`config.mk`:
```
export PLATFORM = sky130hd
export DESIGN_NAME = wildcard_like_matcher_flat
export DESIGN_NICKNAME = d
export VERILOG_FILES = /design/src/sv/wlm_pkg.sv /design/src/sv/wlm_ifs.sv /design/src/sv/wildcard_like_matcher.sv /design/src/sv/wlm_cell.sv /design/src/sv/wlm_out_buf.sv /design/src/flat_wrapper.sv
export SDC_FILE = /design/constraint.sdc
export NUM_CORES = 2
export LEC_CHECK = 0
export BUFFER_PORTS_ARGS = -buffer_cell sky130_fd_sc_hd__buf_2
export CAP_MARGIN = 20
export CORE_MARGIN = 2
export CORE_UTILIZATION = 31
export CTS_BUF_LIST = sky130_fd_sc_hd__clkbuf_4
export DETAILED_ROUTE_END_ITERATION = 16
export HOLD_SLACK_MARGIN = 0.08
export SLEW_MARGIN = 15
export SYNTH_ARGS = -nofsm -noshare
export SYNTH_HDL_FRONTEND = slang
export SYNTH_SLANG_ARGS = --single-unit
```
`constraint.sdc`:
```
create_clock -name clk -period 10 [get_ports clk]
set_clock_uncertainty 0.15 [all_clocks]
set_input_delay 1 -clock clk [delete_from_list [all_inputs] [get_ports clk]]
set_output_delay 1 -clock clk [all_outputs]
set_load 0.1 [all_outputs]
```
`src/sv/wlm_pkg.sv`:
```
// Shared types and constants of the wildcard LIKE matcher.
`default_nettype none

package wlm_pkg;

  localparam int PATTERN_DEPTH = 32;
  localparam int SYM_W         = 16;
  localparam int CNT_W         = $clog2(PATTERN_DEPTH + 1);
  localparam int CFG_IDX_W     = 1;

  localparam logic [SYM_W-1:0] ANY_SEQ_RESET = SYM_W'(37);
  localparam logic [SYM_W-1:0] ANY_ONE_RESET = SYM_W'(95);

  typedef enum logic [1:0] {
    CMD_CLEAR   = 2'd0,
    CMD_APPEND  = 2'd1,
    CMD_SUBJECT = 2'd2,
    CMD_END     = 2'd3
  } cmd_t;

  typedef enum logic [CFG_IDX_W-1:0] {
    CFG_ANY_SEQ = 1'b0,
    CFG_ANY_ONE = 1'b1
  } cfg_idx_t;

  // per-cell control from the top level
  typedef struct packed {
    logic in_use;
    logic load;
    logic step;
    logic restart;
  } cell_ctl_t;

  typedef struct packed {
    logic matched;
    logic pattern_overflowed;
  } result_t;

endpackage

`default_nettype wire

```
`src/sv/wlm_ifs.sv`:
```
// Handshake channel interfaces of the wildcard LIKE matcher.
`default_nettype none

interface wlm_item_if;
  logic                        valid;
  logic                        ready;
  wlm_pkg::cmd_t               command;
  logic [wlm_pkg::SYM_W-1:0]   symbol;
  modport source (output valid, command, symbol, input ready);
  modport sink   (input valid, command, symbol, output ready);
endinterface

interface wlm_result_if;
  logic valid;
  logic ready;
  logic matched;
  logic pattern_overflowed;
  modport source (output valid, matched, pattern_overflowed, input ready);
  modport sink   (input valid, matched, pattern_overflowed, output ready);
endinterface

interface wlm_cfg_if;
  logic                          valid;
  logic                          ready;
  wlm_pkg::cfg_idx_t             index;
  logic [wlm_pkg::SYM_W-1:0]     data;
  modport source (output valid, index, data, input ready);
  modport sink   (input valid, index, data, output ready);
endinterface

`default_nettype wire

```
`src/sv/wildcard_like_matcher.sv`:
```
// Top level of the streaming SQL LIKE wildcard matcher.
`default_nettype none

// Matches a streamed subject string against a pattern held in a row of
// PATTERN_DEPTH cells (32). Items on the item channel are commands: clear the
// pattern, append one pattern character, feed one subject character, or end
// the subject. Only the end command produces a transfer on the result
// channel: matched, plus the sticky pattern_overflowed flag (set when an
// append found the store full, cleared by a clear). Any append, clear or end
// restarts matching. Each cell holds one pattern character and one active bit
// of the position automaton; a subject character updates all cells in the
// same cycle, with empty-run spreading over any-sequence wildcards rippling
// cell to cell like a carry chain. Throughput is one item per cycle on every
// command while the result queue has room. A result enters the result queue
// when its end item is taken. It is a two-entry queue, so the item channel
// keeps taking items while one result waits and stalls only while two wait.
// The wildcard codes live in two registers written on the cfg channel
// (index 0 any-sequence, reset 37 '%'; index 1 any-one, reset 95 '_'); when
// both hold the same code it acts as any-sequence. cfg.ready is always high.
module wildcard_like_matcher (
  input  wire logic     clk,
  input  wire logic     rst,
  wlm_item_if.sink      item,
  wlm_result_if.source  result,
  wlm_cfg_if.sink       cfg
);
  import wlm_pkg::*;

  // configuration registers
  logic [SYM_W-1:0] any_seq;
  logic [SYM_W-1:0] any_one;

  // pattern bookkeeping
  logic [CNT_W-1:0] count;
  logic             overflow_seen;
  logic             active_end;   // position past the last cell

  // cell chain links; index i feeds cell i from cell i-1
  logic [PATTERN_DEPTH:0]   reach;
  logic [PATTERN_DEPTH:0]   adv;
  logic [PATTERN_DEPTH:0]   closed_all;
  cell_ctl_t                ctl [PATTERN_DEPTH];

  logic    fire;
  logic    do_clear;
  logic    do_append;
  logic    do_step;
  logic    do_end;
  logic    store_full;
  logic    queue_full;
  logic    hit;
  result_t res;

  assign cfg.ready = 1'b1;

  always_ff @(posedge clk) begin
    if (rst) begin
      any_seq <= ANY_SEQ_RESET;
      any_one <= ANY_ONE_RESET;
    end else if (cfg.valid) begin
      unique case (cfg.index)
        CFG_ANY_SEQ: any_seq <= cfg.data;
        CFG_ANY_ONE: any_one <= cfg.data;
        default:     ;
      endcase
    end
  end

  // input handshake: only a full result queue holds items back
  assign item.ready = !queue_full;
  assign fire       = item.valid & item.ready;
  assign do_clear   = fire && (item.command == CMD_CLEAR);
  assign do_append  = fire && (item.command == CMD_APPEND);
  assign do_step    = fire && (item.command == CMD_SUBJECT);
  assign do_end     = fire && (item.command == CMD_END);
  assign store_full = (count == CNT_W'(PATTERN_DEPTH));

  assign reach[0] = 1'b0;
  assign adv[0]   = 1'b0;

  for (genvar i = 0; i < PATTERN_DEPTH; i++) begin : g_cell
    always_comb begin
      ctl[i].in_use  = (CNT_W'(i) < count);
      ctl[i].load    = do_append && (count == CNT_W'(i));
      ctl[i].step    = do_step;
      ctl[i].restart = do_clear | do_append | do_end;
    end

    wlm_cell u_cell (
      .clk       (clk),
      .rst       (rst),
      .head      (i == 0),
      .ctl       (ctl[i]),
      .symbol    (item.symbol),
      .seq_char  (any_seq),
      .one_char  (any_one),
      .reach_in  (reach[i]),
      .adv_in    (adv[i]),
      .reach_out (reach[i+1]),
      .adv_out   (adv[i+1]),
      .closed    (closed_all[i])
    );
  end

  assign closed_all[PATTERN_DEPTH] = active_end | reach[PATTERN_DEPTH];

  always_ff @(posedge clk) begin
    if (rst) begin
      count         <= '0;
      overflow_seen <= 1'b0;
      active_end    <= 1'b0;
    end else begin
      if (do_clear) begin
        count         <= '0;
        overflow_seen <= 1'b0;
      end else if (do_append) begin
        if (store_full) begin
          overflow_seen <= 1'b1;
        end else begin
          count <= count + CNT_W'(1);
        end
      end
      if (do_clear || do_append || do_end) begin
        active_end <= 1'b0;
      end else if (do_step) begin
        active_end <= adv[PATTERN_DEPTH];
      end
    end
  end

  // an empty pattern matches everything; otherwise the closed position at count
  assign hit                    = (count == '0) | closed_all[count];
  assign res.matched            = hit;
  assign res.pattern_overflowed = overflow_seen;

  wlm_out_buf u_out_buf (
    .clk       (clk),
    .rst       (rst),
    .push      (do_end),
    .push_data (res),
    .full      (queue_full),
    .result    (result)
  );

  a_count_range: assert property (@(posedge clk) disable iff (rst)
      count <= CNT_W'(PATTERN_DEPTH))
    else $error("wildcard_like_matcher: pattern count out of range");
  a_ovf_full: assert property (@(posedge clk) disable iff (rst)
      overflow_seen |-> store_full)
    else $error("wildcard_like_matcher: overflow flag with room left");
  a_clear: assert property (@(posedge clk) disable iff (rst)
      do_clear |=> (count == '0) && !overflow_seen)
    else $error("wildcard_like_matcher: clear did not empty the pattern");
  a_end_result: assert property (@(posedge clk) disable iff (rst)
      do_end |=> result.valid)
    else $error("wildcard_like_matcher: end item produced no result");
  a_end_pos: assert property (@(posedge clk) disable iff (rst)
      (active_end && !store_full) |-> 1'b0)
    else $error("wildcard_like_matcher: final position active on short pattern");

endmodule

`default_nettype wire

```
`src/sv/wlm_cell.sv`:
```
// One pattern position: stored character, active bit and its link to the neighbor.
`default_nettype none

module wlm_cell (
  input  wire logic                      clk,
  input  wire logic                      rst,
  input  wire logic                      head,
  input  wire wlm_pkg::cell_ctl_t        ctl,
  input  wire logic [wlm_pkg::SYM_W-1:0] symbol,
  input  wire logic [wlm_pkg::SYM_W-1:0] seq_char,
  input  wire logic [wlm_pkg::SYM_W-1:0] one_char,
  input  wire logic                      reach_in,
  input  wire logic                      adv_in,
  output logic                           reach_out,
  output logic                           adv_out,
  output logic                           closed
);
  import wlm_pkg::*;

  logic             active;
  logic             active_next;
  logic [SYM_W-1:0] pat;
  logic             is_seq;

  always_comb begin
    // empty-run spread arrives from the left neighbor
    closed      = active | reach_in;
    is_seq      = (pat == seq_char);
    reach_out   = closed & ctl.in_use & is_seq;
    adv_out     = closed & ctl.in_use & !is_seq & ((pat == symbol) || (pat == one_char));
    active_next = adv_in | reach_out;
  end

  always_ff @(posedge clk) begin
    if (rst) begin
      active <= head;
    end else if (ctl.restart) begin
      active <= head;
    end else if (ctl.step) begin
      active <= active_next;
    end
  end

  always_ff @(posedge clk) begin
    if (ctl.load) begin
      pat <= symbol;
    end
  end

endmodule

`default_nettype wire

```
`src/sv/wlm_out_buf.sv`:
```
// Two-entry result queue in front of the result channel.
`default_nettype none

module wlm_out_buf (
  input  wire logic           clk,
  input  wire logic           rst,
  input  wire logic           push,
  input  wire wlm_pkg::result_t push_data,
  output logic                full,
  wlm_result_if.source        result
);
  import wlm_pkg::*;

  logic    valid0;
  logic    valid1;
  result_t data0;
  result_t data1;
  logic    pop;

  assign pop                       = valid0 & result.ready;
  assign full                      = valid1;
  assign result.valid              = valid0;
  assign result.matched            = data0.matched;
  assign result.pattern_overflowed = data0.pattern_overflowed;

  always_ff @(posedge clk) begin
    if (rst) begin
      valid0 <= 1'b0;
      valid1 <= 1'b0;
    end else begin
      // idle cycles fall through with everything held
      if (pop && push) begin
        if (valid1) begin
          data0 <= data1;
          data1 <= push_data;
        end else begin
          data0 <= push_data;
        end
      end else if (pop) begin
        data0  <= data1;
        valid0 <= valid1;
        valid1 <= 1'b0;
      end else if (push) begin
        if (!valid0) begin
          data0  <= push_data;
          valid0 <= 1'b1;
        end else begin
          data1  <= push_data;
          valid1 <= 1'b1;
        end
      end
    end
  end

  // second slot is only used behind a waiting head entry
  a_slot_order: assert property (@(posedge clk) disable iff (rst) valid1 |-> valid0)
    else $error("wlm_out_buf: second slot valid without head");
  a_no_push_full: assert property (@(posedge clk) disable iff (rst) full |-> !push)
    else $error("wlm_out_buf: push into full queue");
  a_stall_hold: assert property (@(posedge clk) disable iff (rst)
      (valid0 && !result.ready) |=> valid0 && $stable(data0))
    else $error("wlm_out_buf: head entry changed while stalled");

endmodule

`default_nettype wire
```
`src/flat_wrapper.sv`:
```
// flat-port wrapper written by rule: the top's interface ports become plain ports
module wildcard_like_matcher_flat import wlm_pkg::*;
  (clk, rst, item_valid, item_command, item_symbol, item_ready, result_valid, result_matched, result_pattern_overflowed, result_ready, cfg_valid, cfg_index, cfg_data, cfg_ready);
  wlm_item_if item_i ();
  wlm_result_if result_i ();
  wlm_cfg_if cfg_i ();
  input  wire logic clk;
  input  wire logic rst;
  input wire logic [$bits(item_i.valid)-1:0] item_valid;
  input wire logic [$bits(item_i.command)-1:0] item_command;
  input wire logic [$bits(item_i.symbol)-1:0] item_symbol;
  output wire logic [$bits(item_i.ready)-1:0] item_ready;
  output wire logic [$bits(result_i.valid)-1:0] result_valid;
  output wire logic [$bits(result_i.matched)-1:0] result_matched;
  output wire logic [$bits(result_i.pattern_overflowed)-1:0] result_pattern_overflowed;
  input wire logic [$bits(result_i.ready)-1:0] result_ready;
  input wire logic [$bits(cfg_i.valid)-1:0] cfg_valid;
  input wire logic [$bits(cfg_i.index)-1:0] cfg_index;
  input wire logic [$bits(cfg_i.data)-1:0] cfg_data;
  output wire logic [$bits(cfg_i.ready)-1:0] cfg_ready;
  assign item_i.valid = item_valid;
  assign item_i.command = item_command;
  assign item_i.symbol = item_symbol;
  assign item_ready = item_i.ready;
  assign result_valid = result_i.valid;
  assign result_matched = result_i.matched;
  assign result_pattern_overflowed = result_i.pattern_overflowed;
  assign result_i.ready = result_ready;
  assign cfg_i.valid = cfg_valid;
  assign cfg_i.index = cfg_index;
  assign cfg_i.data = cfg_data;
  assign cfg_ready = cfg_i.ready;
  wildcard_like_matcher u_core (.clk(clk), .rst(rst), .item(item_i), .result(result_i), .cfg(cfg_i));
endmodule
```
==> metrics.md <==
| Metric | Value |
|---|---|
| Power Density | `134 nW/um2` |
| Maximum vdd drop | `0.0814 mV` |
| Synth warn | `0` |
| Grt met3 use | `0.0486` |
| Synth Register Bits | `590` |
| Synth Cell Area | `38,300 um2` |
| Vias in the first global route | `29,229` |
| Reg area | `17,100 um2` |
| GRT Resource Usage Total | `0.221` |
| Fillcell total | `12,245` |
| Post-Syn Instances | `3,486` |
| Commonest non-fill, non-tap cell in the layout | `xnor2_1` |
| Die Y | `356 um` |
| Final Hold Violating Endpoints | `0` |
| Worst Path Arrival | `6.22 ns` |
| Async SR Flop Fraction | `0` |
| Post-synthesis simple-gate area fraction | `0.122` |
| Kind of end point of the critical path | `flip-flop` |
| Crit path largest cell delay | `0.82 ns` |
| Most frequent cells in the layout | `xnor2_1 (914), xor2_1 (625), edfxtp_1 (516)` |
| Setup bufs post-CTS | `0` |
| WP data required | `10.74 ns` |
| Cts bufs inserted | `164` |
| Setup TNS | `0 ns` |
| Outcome | `complete, no violations` |
| GRT met2 Usage | `0.339` |
| Root Driver | `clkbuf_4` |
| Rows | `129` |
| Tmin final | `5.48 ns` |
| Total grt overflow | `0` |
| H-Tree Depth | `4` |
| Cell family with most CP delay | `compound AO/OA/AOI/OAI gates` |
| Drt first pass iters | `5` |
| Synthesis-to-finish area growth | `11.2%` |
| Critical Path Fanout Max | `20` |
| R2r worst-path depth | `13` |
| Slew Viols, Final | `0` |
| Routed Antenna Nets | `0` |
| Type of the tightest min-delay check | `primary input to flip-flop` |
| Routed vias/inst | `5.55` |
| Post-synthesis cell type count | `80` |
| Total wire length | `143,000 um` |
| Clock sinks | `590` |
| Initial antenna violation count | `6` |
| Final setup vio count | `0` |
| R2r setup slk | `4.52 ns` |
| Crit-path slowest cell | `nor4_1` |
| Critical Path End | `u_core.u_out_buf.result.matched$_DFFE_PP_` |
| RSZ-0062 raised after global routing | `no` |
| Critical path startpoint category | `flip-flop` |
| Crit Path Class | `flip-flop to flip-flop` |
| Most Crowded Layer GR | `met2` |
| Worst Max-Slew Pin Slew | `1.21 ns` |
| Max Cap Viol | `0` |
| Fmax | `182 MHz` |
| Global-route wire length before repair | `205,000 um` |
| Top_reg_cell synth | `edfxtp_1` |
| XOR/XNOR Fraction of Synth Area | `0.352` |
| Vias | `29,678` |
| WP depth | `13` |
| IO Port Bufs | `43` |
| Detailed-route DRC error count | `0` |
| Largest family of logic cells by synthesized area | `XOR/XNOR gates` |
| HPWL Detailed | `89,000 um` |
| Hold path cells | `1` |
| Starting DRT DRC Count | `3,964` |
| Sequential-to-total area share from yosys stat | `0.443` |
| Clk buf depth | `3` |
| Compound-cell area share of the yosys netlist | `0.0455` |
| Die Area | `127,000 um2` |
| Syn_nets | `3,533` |
| # IOs | `45` |
| Mux share of post-synthesis cell area | `0.00111` |
| Post-synth EDFFs | `516` |
| Worst slew margin | `0.184` |
| Syn avg cell area | `11.0 um2` |
| Clock transition at path regs | `0.07 ns` |
| GPL Wtd Cong | `0.991` |
| Hold WS | `0.214 ns` |
| Largest net degree at the start of global routing | `42` |
| Adder-cell share of the synthesized area | `0.00228` |
| Most used cell, CP | `a211oi_1` |
| Critical Path Start | `u_core.any_seq[8]$_SDFFE_PP0P_` |
| Later-pin clock latency in the skew report | `1.09 ns` |
| Worst r2r dst | `u_core.u_out_buf.result.matched$_DFFE_PP_` |
| Initial core utilization | `0.311` |
| Leakage | `13.5 nW` |
| CTS tree | `yes` |
| Reg-to-reg startpoint | `u_core.any_seq[8]$_SDFFE_PP0P_` |
| Bufs and invs on worst path | `1` |
| DIE WIDTH | `356 um` |
| WL per Instance | `26.8 um` |
| Met1 global-route usage | `0.303` |
| CP cell instances | `buf_4, xnor2_1, nand4_1, nor4_1, nor4b_2, o221ai_1, a211oi_1, o21ai_0, a2111oi_0, a2111o_1, a21o_1, a211oi_1, a41oi_1` |
| Final #Nets | `3,626` |
| Fin crit share | `0.548` |
| Multi-input gate area | `20,100 um2` |
| Layout cells sized above 1 | `0.129` |
| Core area | `123,000 um2` |
## cells in the mapped netlist, types with 4 or more instances
master	instances	area, um2
nand3b_1	5	37.5
nand2b_1	16	100
o211ai_1	5	37.5
ha_1	7	87.6
o31ai_1	5	37.5
buf_4	6	45.0
clkbuf_1	111	417
nor4_2	5	62.6
or3_1	4	25.0
a31oi_1	24	150
o21ai_0	50	250
a211oi_1	19	143
nand2_1	137	514
a21oi_1	72	360
buf_6	38	428
nor2_1	97	364
o211a_1	4	40.0
nor3b_1	4	30.0
xnor2_1	914	8010
a221oi_1	7	61.3
or4_1	4	30.0
nor2b_1	17	106
xor2_1	625	5470
nand4_1	267	1670
buf_2	19	95.1
nand3_1	19	95.1
o221a_2	5	56.3
o22ai_1	4	25.0
nor4_1	212	1330
and2_1	7	43.8
o221ai_1	7	61.3
edfxtp_1	516	15500
dfxtp_1	74	1480
a21o_1	7	52.6
nor3_1	16	80.1
buf_1	56	210
a2111oi_0	6	52.6
o21a_1	6	45.0
inv_1	26	97.6
## power breakdown
part           total, W  internal, W  switching [W]
Sequential      0.00278      0.00269      0.0000931
Combinational  0.000648     0.000230       0.000418
Clock           0.00228      0.00116        0.00112
## worst reg2reg max path: stages, from the launching register on
cell	delay (ns)
dfxtp_2	0.75
buf_4	0.62
xnor2_1	0.22
nand4_1	0.11
nor4_1	0.82
nor4b_2	0.51
o221ai_1	0.22
a211oi_1	0.39
o21ai_0	0.13
a2111oi_0	0.79
a2111o_1	0.22
a21o_1	0.12
a211oi_1	0.06
a41oi_1	0.21
## flip-flops by register name, summed over array words and instances (netlist names)
register	cells
u_core.g_cell.u_cell.pat	512
u_core.g_cell.u_cell.active	32
u_core.any_one	16
u_core.any_seq	16
u_core.count	6
u_core.u_out_buf.data1	2
u_core.active_end	1
u_core.overflow_seen	1
u_core.u_out_buf.full	1
u_core.u_out_buf.result.matched	1
u_core.u_out_buf.result.pattern_overflowed	1
u_core.u_out_buf.result.valid	1
## final cells by class
cell class / instances / share of cell area
flip-flops and latches: 590 / 0.401
well taps: 1637 / 0.0480
inverters: 26 / 0.00229
multi-input cells: 2638 / 0.472
repair buffers: 159 / 0.0274
clock buffers: 233 / 0.0410
clock inverters: 64 / 0.00842
diodes: 2 / 0.000117
## layer usage
layer  vias to the layer above  wire (um)
li1                      12615          -
met1                     14840      60000
met2                      1824      62900
met3                       397      14500
met4                         2       5710
met5                         -         13
## stage by stage
step	cells	worst slack [ns]	total power [W]	area (um2)	util
final	5349	4.52	0.00571	42600	0.346
after global routing	5349	4.40	0.00591	42600	0.346
after floorplan	3486	6.06	0.00322	38300	-
after detailed placement	5033	4.69	0.00346	40300	0.328
after CTS	5347	4.63	0.00574	42600	0.346
after global placement	5033	4.75	0.00345	40300	0.328
## kinds of logic (layout without fill, tap and decap cells)
group                    after synthesis  count (layout)
AO/OA/AOI/OAI                        257             257
XOR/XNOR                            1539            1539
adder cells (fa/ha/maj)                7               7
buffers and inverters                258             482
flip-flops                           590             590
multiplexers                           4               4
other                                  1               3
AND/OR/NAND/NOR                      830             830
## worst min path at each step
stage,startpoint,to,slack [ns]
3_5_place_dp,u_core.g_cell[26].u_cell.active$_SDFFE_PP0P_,u_core.g_cell[26].u_cell.active$_SDFFE_PP0P_,0.32
5_1_grt,item_symbol[6],u_core.g_cell[18].u_cell.pat[6]$_DFFE_PP_,0.14
6_report,item_symbol[6],u_core.g_cell[21].u_cell.pat[6]$_DFFE_PP_,0.21
2_1_floorplan,u_core.overflow_seen$_SDFFE_PP0P_,u_core.u_out_buf.data1[0]$_DFFE_PP_,0.28
3_3_place_gp,u_core.g_cell[26].u_cell.active$_SDFFE_PP0P_,u_core.g_cell[26].u_cell.active$_SDFFE_PP0P_,0.33
4_1_cts,item_symbol[6],u_core.g_cell[18].u_cell.pat[6]$_DFFE_PP_,0.11
## what timing repair did
item,CTS,global route
setup endpoints to repair,0,0
hold endpoints to repair,33,0
gates resized for setup,0,0
hold buffers,17,0
Power figures use the tool's default switching activity.
